[config.mk]
export PLATFORM = sky130hd
export DESIGN_NAME = nps_ctrl
export DESIGN_NICKNAME = d
export VERILOG_FILES = /design/src/rtl/nps_pkg.sv /design/src/rtl/nps_ctrl.sv
export SDC_FILE = /design/constraint.sdc
export NUM_CORES = 1
export LEC_CHECK = 0
export ABC_CLOCK_PERIOD_IN_PS = 3000
export BUFFER_PORTS_ARGS = -buffer_cell sky130_fd_sc_hd__buf_2
export CORE_AREA = 3 3 40 42
export DETAILED_ROUTE_END_ITERATION = 8
export DIE_AREA = 0 0 43 45
export HOLD_SLACK_MARGIN = 0.08
export PLACE_DENSITY_LB_ADDON = 0.1
export SETUP_SLACK_MARGIN = 0.3
export SLEW_MARGIN = 20
export SYNTH_ARGS = -nofsm -noshare
export SYNTH_HDL_FRONTEND = slang
export SYNTH_SLANG_ARGS = --single-unit
[constraint.sdc]
create_clock -name clk -period 3 [get_ports clk]
set_clock_uncertainty 0.05 [all_clocks]
set_input_delay 0.45 -clock clk [delete_from_list [all_inputs] [get_ports clk]]
set_output_delay 0.45 -clock clk [all_outputs]
set_load 0.02 [all_outputs]
[src/rtl/nps_pkg.sv]
// Shared types, constants and helpers for the nearest point search block.
// Depends on nothing; every other file in rtl refers to it by scoped names.
package nps_pkg;

  localparam int CoordBits = 16;
  localparam int IndexBits = 10;
  localparam int MaxPointsDefault = 1024;

  // Squared distance: each term fits 2*CoordBits, the sum of three needs two more.
  localparam int SqBits = 2 * CoordBits;
  localparam int DistBits = SqBits + 2;

  typedef logic signed [CoordBits-1:0] coord_t;
  typedef logic [IndexBits-1:0] index_t;
  typedef logic [SqBits-1:0] sq_t;
  typedef logic [DistBits-1:0] dist_t;

  typedef enum logic [1:0] {
    KIND_CLEAR  = 2'd0,
    KIND_INSERT = 2'd1,
    KIND_QUERY  = 2'd2
  } kind_t;

  typedef struct packed {
    coord_t x;
    coord_t y;
    coord_t z;
  } point_t;

  typedef struct packed {
    logic accept;
    logic rd;
    logic load_out;
  } cmd_t;

  typedef struct packed {
    logic empty;
    logic scan_last;
    logic pipe_busy;
  } status_t;

  function automatic logic [CoordBits-1:0] abs_diff(input coord_t a, input coord_t b);
    logic signed [CoordBits:0] d;
    d = (CoordBits + 1)'(a) - (CoordBits + 1)'(b);
    return d[CoordBits] ? CoordBits'(-d) : CoordBits'(d);
  endfunction

endpackage

[src/rtl/nps_ctrl.sv]
// Controller for the nearest point search block: accepts words, sequences the
// scan and hands results to the output register. Depends on nps_pkg.
module nps_ctrl (
  input  logic              clk,
  input  logic              rst,
  input  logic              in_valid,
  input  logic [1:0]        in_kind,
  output logic              in_ready,
  output logic              out_valid,
  input  logic              out_ready,
  input  nps_pkg::status_t  status,
  output nps_pkg::cmd_t     cmd
);

  typedef enum logic [1:0] {
    ST_IDLE,
    ST_SCAN,
    ST_DRAIN,
    ST_RESULT
  } state_t;

  state_t state;
  state_t state_next;
  logic   out_valid_next;
  logic   out_free;

  assign in_ready = (state == ST_IDLE) && !rst;
  assign out_free = !out_valid || out_ready;

  always_comb begin
    state_next = state;
    cmd = '0;
    out_valid_next = out_valid && !out_ready;
    case (state)
      ST_IDLE: begin
        if (in_valid && in_ready) begin
          cmd.accept = 1'b1;
          if (nps_pkg::kind_t'(in_kind) == nps_pkg::KIND_QUERY && !status.empty) begin
            state_next = ST_SCAN;
          end else begin
            state_next = ST_RESULT;
          end
        end
      end
      ST_SCAN: begin
        cmd.rd = 1'b1;
        if (status.scan_last) begin
          state_next = ST_DRAIN;
        end
      end
      ST_DRAIN: begin
        if (!status.pipe_busy) begin
          state_next = ST_RESULT;
        end
      end
      ST_RESULT: begin
        if (out_free) begin
          cmd.load_out = 1'b1;
          out_valid_next = 1'b1;
          state_next = ST_IDLE;
        end
      end
      default: begin
        state_next = ST_IDLE;
      end
    endcase
  end

  always_ff @(posedge clk) begin
    if (rst) begin
      state <= ST_IDLE;
      out_valid <= 1'b0;
    end else begin
      state <= state_next;
      out_valid <= out_valid_next;
    end
  end

endmodule

==> results of run 1 <==
[worst reg2reg max path, delay by kind of cell (launching register included)]
family	cells	cell delay (ns)
flip-flops	1	0.34
AO/OA/AOI/OAI	1	0.16
multiplexers	1	0.32
adder cells (fa/ha/maj)	1	0.22
buffers and inverters	2	0.19
[final timing paths]
| kind | startpoint | to | slack [ns] |
|---|---|---|---|
| worst max-delay path | state[0]$_SDFFE_PP0P_ | cmd[2] | 1.15 |
| worst min-delay path | rst | out_valid$_SDFF_PP0_ | 0.43 |
| worst max register to register | state[0]$_SDFFE_PP0P_ | state[1]$_SDFFE_PP0P_ | 1.59 |
| worst min register to register | state[0]$_SDFFE_PP0P_ | state[0]$_SDFFE_PP0P_ | 0.51 |
[cells by family (layout without fill, tap and decap cells)]
logic type                 count (synthesis)  in the layout
and+or+nand+nor                           14             14
adders and majority gates                  4              4
buffers and inverters                      4             21
AOI/OAI and AO/OA                          3              3
DFF                                        3              3
muxes                                      1              1
[final cells by class]
cell class                      instances  area [sq um]
Inverter                                4         15.01
Timing Repair Buffer                   13         65.06
Fill cell                             138         924.6
Multi-Input combinational cell         22         175.2
Sequential cell                         3         60.06
Tap cell                               15         18.77
Clock buffer                            4         26.28
[where the power goes]
| part | internal, W | switching [W] | total [W] |
|---|---|---|---|
| Sequential | 0.0000544 | 0.0000101 | 0.0000645 |
| Combinational | 0.0000739 | 0.0000902 | 0.000164 |
| Clock | 0.0000498 | 0.0000197 | 0.0000695 |
| Total | 0.000178 | 0.000120 | 0.000298 |
[flip-flops by register name (all words and copies together) (netlist names)]
name       count
state          2
out_valid      1
[cells in the final DEF (no fill, tap or decap)]
cell type	synthesis	final
nand2_1	1	1
a21boi_0	1	1
nor3_1	1	1
clkbuf_1	0	1
nand3b_1	1	1
nor4bb_1	1	1
nor2b_1	2	2
and2_1	1	1
ha_1	4	4
nand2b_1	1	1
dfxtp_1	3	3
clkbuf_4	0	3
o2111ai_2	1	1
a41oi_1	1	1
buf_2	0	13
nor2_1	5	5
inv_1	4	4
nor2b_2	1	1
mux2_4	1	1
[stage by stage]
step	hold slack (ns)	instances	power, W	cell area, sq um	setup slack [ns]
finish	0.4318	61	0.0002981	360.3	1.153
global route	0.4428	61	0.0003278	360.3	1.066
CTS	0.4251	61	0.0003066	360.3	1.131
detailed placement	0.5162	57	0.0002329	334.1	1.385
global placement	0.4912	57	0.0002322	334.1	1.409
floorplan	0.4584	29	0.0001922	250.2	1.256
[routing by layer]
layer  GRT usage  wire length [um]  vias to the layer above
li1            -                 -                      130
met1     0.07452               210                      106
met2     0.08084               239                       12
met3     0.03984                67                        0
met4     0.01807                 0                        0
met5           0                 0                        -
==> results.cfg, run 1 <==
[synth]
synth_area_sq_um = 250.2
synth.most_common_cell = nor2_1
synth_cell_types = 16
synthAdderAreaFrac = 0.2000
synth_top_cell_area_share = 0.2400
synthArstFlopShare = 0
muxShareOfSynthArea = 0.06000
yosys_most_used_dff = dfxtp_1
yosys_warnings = 0
avgSynthCellArea_sq_um = 8.629
synth_top_family_by_area = simple AND/OR/NAND/NOR gates
synth.yosys.seq_area_share = 0.2400
synthTopCellsByCount = nor2_1, ha_1, inv_1
yosys-top-cells-area = dfxtp_1, ha_1, nor2_1
synth-xor-area-share = 0
ys_ff_latch = 3
synthSimpleGateAreaFrac = 0.3150
synth_cells = 29
synth_edf_count = 0
yosysTopAreaCell = dfxtp_1
synth_compound_area_frac = 0.1250
syn-num-nets = 42

[clock_network]
cts.clk_slew.worst_paths_ns = 0.04
cts_max_level = 1
clock-sinks = 3
cts.repair.resized = 0
cts_tree = built
postCtsSetupRepairBufs = 0
cts_buffers = 3
cts_buffer_depth = 2
clk_latency_ns = 0.23
hold_buffers = 0
cts-root-buf = clkbuf_4

[critical_path]
cp.depth = 6
cp_max_fo = 3
cp_slowest_cell = dfxtp_1
worst_path_largest_cell_delay_ns = 0.34
critPathMostFrequentCell = inv_1
cp_cell_sequence = inv_1 > ha_1 > inv_1 > nor2_1 > and2_1 > buf_2
path_delay_family = flip-flops
crit_buf_inv = 3
crit_required_ns = 2.50
start_kind = flip-flop
critical_path_class = flip-flop to output port
worstPathArrival_ns = 1.35
end_kind = output port
worst-r2r-cell-count = 5

[sta]
period_minus_slack_ns = 1.848
slew_headroom = 0.8555
worst_pin_slew_ns = 0.2138
hold_viol_final = 0
fin_setup_tns_ns = 0
setup_viol = 0
slew_violations = 0
fin_crit_sh = 0.6158
fmax_mhz = 541.3
rsz0062_at_grt = no

[grt]
antenna_found_initial = 0
grt_pass1_wl_um = 821
grt_pass1_vias = 197
grt_overflow = 0
grt_max_degree = 7
grt_util_all_layers = 0.05907

[drt]
drt_first_iter_violations = 1
drt.antenna.violating_nets = 0
wl_um = 517
viasPerCell = 4.066
wire_per_inst_um = 8.475
first_pass_iters = 2
drc_errors = 0
vias = 248

[layout]
drive_above_1_share = 0.4130
fin_nets = 60
syn_to_final_growth_pct = 44.00
post-route-util = 0.2804
insertedDiodeCount = 0

[floorplanning]
core_sq_um = 1285
die_height_um = 45
io_pins = 14
die_w_um = 43
rows = 13
initial_core_util = 0.1947
die_area_sq_um = 1935

[power_and_ir_drop]
p_leak_nw = 0.1868
ir_drop_mv = 0.2238
p_per_area_nw_per_um2 = 827.3

[status]
status = finished, final reports clean

[place]
place_congestion = 0.6878
hpwl_um = 460.7
io_buffers = 13

[run]
drv_cap = 0

[min_path]
min_path_type = input pin to flip-flop
worstHoldPathCells = 2
(Power assumes the default switching activity.)
==> inputs of run 2 (changes only) <==
--- a/config.mk
+++ b/config.mk
@@ -5,7 +5,7 @@
 export SDC_FILE = /design/constraint.sdc
 export NUM_CORES = 1
 export LEC_CHECK = 0
-export ABC_CLOCK_PERIOD_IN_PS = 3000
+export ABC_CLOCK_PERIOD_IN_PS = 1900
 export BUFFER_PORTS_ARGS = -buffer_cell sky130_fd_sc_hd__buf_2
 export CORE_AREA = 3 3 40 42
 export DETAILED_ROUTE_END_ITERATION = 8
==> constraint.sdc (replaced) <==
create_clock -name clk -period 1.9 [get_ports clk]
set_clock_uncertainty 0.05 [all_clocks]
set_input_delay 0.285 -clock clk [delete_from_list [all_inputs] [get_ports clk]]
set_output_delay 0.285 -clock clk [all_outputs]
set_load 0.02 [all_outputs]
==> run 2 against run 1 <==
Effect of this change:
- sequential share of layout area fell by 0.89 points
- critical path depth did not move
- combinational power rose by 110%
- non-clock buffer count rose by 1
- design area rose by 10%
- power rose by 92%
- via count rose by 5.2%
- routed wire length rose by 20%
- critical path type unchanged
- critical endpoint unchanged
- largest cell class unchanged
==> results.cfg, run 2 (synthesis results as in run 1) <==
[layout]
insertedDiodeCount = 0
fin_nets = 61
nFillCells = 154
drive_above_1_share = 0.5957
multi_input_area_sq_um = 192.7
stdcell_area_sq_um = 396.6
syn_to_final_growth_pct = 58.50
final_common_cell = buf_2
largest_reg_flops = 2
layout_common_cells = buf_2, nor2_1, ha_1, clkbuf_4
reg_top3 = state x2, out_valid x1
largest_register = state
seq_area_sq_um = 62.56

[clock_network]
hold_buffers = 0
cts_buffer_depth = 2
cts-root-buf = clkbuf_4
cts_buffers = 3
clock-sinks = 3
clk_latency_ns = 0.24
cts_tree = built
cts.clk_slew.worst_paths_ns = 0.04
cts_max_level = 1

[sta]
worst_pin_slew_ns = 0.2251
fmax_mhz = 649.0
rsz0062_at_grt = no
hold_viol_final = 0
slew_violations = 0
whs_ns = 0.2522
slew_headroom = 0.8479
period_minus_slack_ns = 1.541
fin_crit_sh = 0.8110
fin_setup_tns_ns = 0
setup_viol = 0

[drt]
wire_per_inst_um = 9.984
drt_first_iter_violations = 2
drc_errors = 0
drt.antenna.violating_nets = 0
first_pass_iters = 2
viasPerCell = 4.210
vias = 261
wl_um = 619

[power_and_ir_drop]
p_per_area_nw_per_um2 = 1441
power_w = 0.0005714
ir_drop_mv = 0.3585
p_leak_nw = 0.1939

[floorplanning]
io_pins = 14
core_sq_um = 1285
rows = 13
die_height_um = 45
die_area_sq_um = 1935
initial_core_util = 0.1947
die_w_um = 43

[place]
hpwl_um = 453.9
dpl_cell_area_sq_um = 334.1
io_buffers = 13
place_congestion = 0.6517

[grt]
grt_max_degree = 7
grt_pass1_wl_um = 821
grt_util_all_layers = 0.06489
grt_overflow = 0
antenna_found_initial = 0
grt_pass1_vias = 192

[critical_path]
cp_max_fo = 3
cp_slowest_cell = dfxtp_2
cp_cell_sequence = inv_2 > ha_4 > inv_4 > nor2_2 > and2_4 > buf_6
worst_path_largest_cell_delay_ns = 0.33
critical_path_class = flip-flop to output port
worstPathArrival_ns = 1.21
end_kind = output port
start_kind = flip-flop
crit_required_ns = 1.56
crit_buf_inv = 3
path_delay_family = flip-flops

[min_path]
min_path_type = input pin to flip-flop

[run]
drv_cap = 0

[status]
status = finished, final reports clean
run 2: cell count changes in the layout (fill, tap and decap cells not counted), sizes merged:
cell / delta
buf: +1
run 2: where the power goes:
part | total [W] | switching, W | internal, W
logic | 0.000342 | 0.000172 | 0.000169
clock network | 0.000117 | 0.0000378 | 0.0000790
registers | 0.000113 | 0.0000227 | 0.0000902
run 2: cell type report:
type / instances / share of cell area
multi-input cells: 22 / 0.4858
repair buffers: 14 / 0.1987
flip-flops and latches: 3 / 0.1577
clock buffers: 4 / 0.06625
well taps: 15 / 0.04732
inverters: 4 / 0.04416
run 2: metal layers:
metal	global-route usage	part of all wire	up-vias
li1	-	-	131
met1	0.06971	0.37	114
met2	0.07784	0.46	13
met3	0.06773	0.14	3
met4	0.03614	0.021	0
met5	0	0	-
run 2: per-stage QoR:
step / setup slack, ns / cells / utilization
final: 0.3591 / 62 / 0.3087
after global routing: 0.2839 / 62 / 0.3087
after CTS: 0.3152 / 62 / 0.2921
after detailed placement: 0.4329 / 57 / 0.2600
after global placement: 0.4488 / 57 / 0.2600
after floorplan: 0.3211 / 29 / -
run 2: timing repair:
| item | 4_1_cts | 5_1_grt |
|---|---|---|
| pin swaps | 1 | 0 |
| gates resized for setup | 7 | 5 |
| buffers inserted | 1 | 0 |
| endpoints found under the setup margin | 1 | 1 |
run 2: final timing paths:
| kind | from | to | slack, ns | cells after the start |
|---|---|---|---|---|
| setup / recovery | state[1]$_SDFFE_PP0P_ | cmd[2] | 0.36 | 6 |
| setup reg to reg | state[1]$_SDFFE_PP0P_ | state[1]$_SDFFE_PP0P_ | 0.51 | 6 |
| hold reg to reg | state[0]$_SDFFE_PP0P_ | state[0]$_SDFFE_PP0P_ | 0.51 | 2 |
| hold / removal | rst | out_valid$_SDFF_PP0_ | 0.25 | 2 |
==> inputs of run 3 (changes only) <==
--- a/config.mk
+++ b/config.mk
@@ -5,7 +5,8 @@
 export SDC_FILE = /design/constraint.sdc
 export NUM_CORES = 1
 export LEC_CHECK = 0
-export ABC_CLOCK_PERIOD_IN_PS = 1900
+export ABC_AREA = 1
+export ABC_CLOCK_PERIOD_IN_PS = 1400
 export BUFFER_PORTS_ARGS = -buffer_cell sky130_fd_sc_hd__buf_2
 export CORE_AREA = 3 3 40 42
 export DETAILED_ROUTE_END_ITERATION = 8
==> constraint.sdc (replaced) <==
create_clock -name clk -period 1.4 [get_ports clk]
set_clock_uncertainty 0.05 [all_clocks]
set_input_delay 0.21 -clock clk [delete_from_list [all_inputs] [get_ports clk]]
set_output_delay 0.21 -clock clk [all_outputs]
set_load 0.02 [all_outputs]
==> run 3 against run 2 <==
Effect of this change:
- via count increased by 25%
- design area increased by 35%
- non-clock buffer count increased by 6
- setup slack got worse by 0.30 ns
- register-to-register slack got worse by 0.40 ns
- global-route usage increased by 2.1 points
- critical path type unchanged
- first-iteration DRC count decreased by 100%
- clock power increased by 27%
- sequential power increased by 49%
==> results.cfg, run 3 <==
[clock_network]
hold_buffers = 0
cts_tree = built
cts-root-buf = clkbuf_4
clk_latency_ns = 0.23
cts.clk_slew.worst_paths_ns = 0.04
clock-sinks = 3
cts_buffers = 3
cts_max_level = 1
cts_buffer_depth = 2

[critical_path]
worst-r2r-cell-count = 8
end_kind = output port
critical_path_class = flip-flop to output port
cp_cell_sequence = inv_4 > ha_4 > inv_4 > nor3_4 > buf_6
cp_max_fo = 4
start_kind = flip-flop
path_delay_family = flip-flops
cp.depth = 5
cp_slowest_cell = dfxtp_4
worstPathArrival_ns = 1.08
crit_buf_inv = 3
crit_required_ns = 1.14
critPathMostFrequentCell = inv_4
worst_path_largest_cell_delay_ns = 0.35

[power_and_ir_drop]
p_per_area_nw_per_um2 = 1775
clockPowerShare = 0.157
swShare = 0.4090
cellInternalPower_w = 0.0005632
p_leak_nw = 0.2782
p_switching_w = 0.0003898
ir_drop_mv = 0.5554
seq_power_share = 0.177
combPwrFrac = 0.667

[floorplanning]
die_area_sq_um = 1935
rows = 13
io_pins = 14
die_w_um = 43
core_sq_um = 1285
die_height_um = 45
initial_core_util = 0.2084

[synth]
yosysTopAreaCell = dfxtp_1
avgSynthCellArea_sq_um = 6.085
synth_cell_types = 13
synthSimpleGateAreaFrac = 0.3785
syn-num-nets = 57
ys_ff_latch = 3
yosys-top-cells-area = dfxtp_1, ha_1, inv_1
synthAdderAreaFrac = 0.1869
synth_cells = 44
synth_compound_area_frac = 0.07009
synth_area_sq_um = 267.8
muxShareOfSynthArea = 0
synth_top_cell_area_share = 0.2243
synth-xor-area-share = 0
yosys_most_used_dff = dfxtp_1
synth.yosys.seq_area_share = 0.2243
synth_top_family_by_area = simple AND/OR/NAND/NOR gates
synth_edf_count = 0
synthTopCellsByCount = inv_1, nand2_1, nor2_1
synthArstFlopShare = 0
yosys_warnings = 0

[drt]
drt.antenna.violating_nets = 0
vias = 325
drc_errors = 0
drt_first_iter_violations = 0
first_pass_iters = 1
wl_um = 713
viasPerCell = 3.916
wire_per_inst_um = 8.590

[sta]
fin_crit_sh = 0.9597
slew_headroom = 0.9067
setup_viol = 0
period_minus_slack_ns = 1.344
fmax_mhz = 744.3
slew_violations = 0
hold_viol_final = 0
rsz0062_at_grt = yes
whs_ns = 0.1897
timing.final.ws_setup_ns = 0.05647
worst_pin_slew_ns = 0.1399

[min_path]
worstHoldPathCells = 2
min_path_type = input pin to flip-flop

[grt]
grt_util_all_layers = 0.08562
grt_overflow = 0
grt_max_degree = 6
grt_pass1_wl_um = 1235
antenna_found_initial = 0
grt_pass1_vias = 314

[status]
status = finished, final reports clean

[layout]
final_common_cell = buf_2
drive_above_1_share = 0.6324
largest_register = state
fin_cells = 83
syn_to_final_growth_pct = 100.5
post-route-util = 0.4177
insertedDiodeCount = 0
reg_top3 = state x2, out_valid x1
layout_common_cells = buf_2, nand2_1, nor2_1, buf_4, inv_1
largest_reg_flops = 2
fin_nets = 82

[place]
place_congestion = 0.7047
io_buffers = 13
hpwl_um = 480.2
pre_cts_ws_ns = 0.09936
place_inst = 72

[run]
drv_cap = 0
run 3: metal layers:
metal | part of all wire | track usage | vias to the layer above | routed length, um
li1 | - | - | 178 | -
met1 | 0.42 | 0.1007 | 135 | 301
met2 | 0.49 | 0.1407 | 12 | 352
met3 | 0.083 | 0.04382 | 0 | 59
met4 | 0 | 0.01807 | 0 | 0
met5 | 0 | 0 | - | 0
run 3: worst reg2reg max path: stages, from the launching register on:
cell and delay (ns):
dfxtp_4 0.37, inv_4 0.04, ha_4 0.16, buf_4 0.14, or2_1 0.20, nand2_1 0.07
nand3_1 0.07, nand2_1 0.06, nor2_1 0.03
run 3: kinds of logic (layout without fill, tap and decap cells):
family / count (synthesis) / after routing
buffers and inverters: 10 / 34
adder cells (fa/ha/maj): 4 / 4
AO/OA/AOI/OAI: 3 / 3
flip-flops: 3 / 3
AND/OR/NAND/NOR: 24 / 24
run 3: power by group through the flow:
stage                     Combinational, W  Clock (W)  Sequential, W
after floorplan                   0.000286          0       0.000150
after detailed placement          0.000366          0       0.000154
final                             0.000635   0.000149       0.000168
after global placement            0.000379          0       0.000153
after global routing              0.000717   0.000166       0.000173
after CTS                         0.000596   0.000160       0.000167
run 3: path summary, 6_finish.rpt:
path	start	end	slack, ns
worst max-delay path	state[0]$_SDFFE_PP0P_	cmd[2]	0.06
worst min-delay path	rst	out_valid$_SDFF_PP0_	0.19
worst max register to register	state[1]$_SDFFE_PP0P_	state[1]$_SDFFE_PP0P_	0.11
worst min register to register	out_valid$_SDFF_PP0_	out_valid$_SDFF_PP0_	0.44
run 3: repair_timing:
item / 4_1_cts / 5_1_grt
endpoints found under the setup margin: 6 / 7
pin swaps: 10 / 3
gates resized for setup: 22 / 2
setup buffers: 6 / 1
run 3: metrics by stage:
| step | area [sq um] | power [W] | setup TNS [ns] |
|---|---|---|---|
| 2_1_floorplan | 290.3 | 0.0004360 | 0 |
| 3_3_place_gp | 374.1 | 0.0005326 | 0 |
| 3_5_place_dp | 374.1 | 0.0005194 | 0 |
| 4_1_cts | 524.3 | 0.0009232 | 0 |
| 5_1_grt | 536.8 | 0.001056 | -0.004362 |
| 6_report | 536.8 | 0.0009530 | 0 |
run 3: cell type report:
class                   instances  area [sq um]
flip-flops and latches          3         68.82
multi-input cells              31         235.2
fillers                       152         748.2
clock buffers                   4         26.28
repair buffers                 20         142.6
well taps                      15         18.77
inverters                      10         45.04
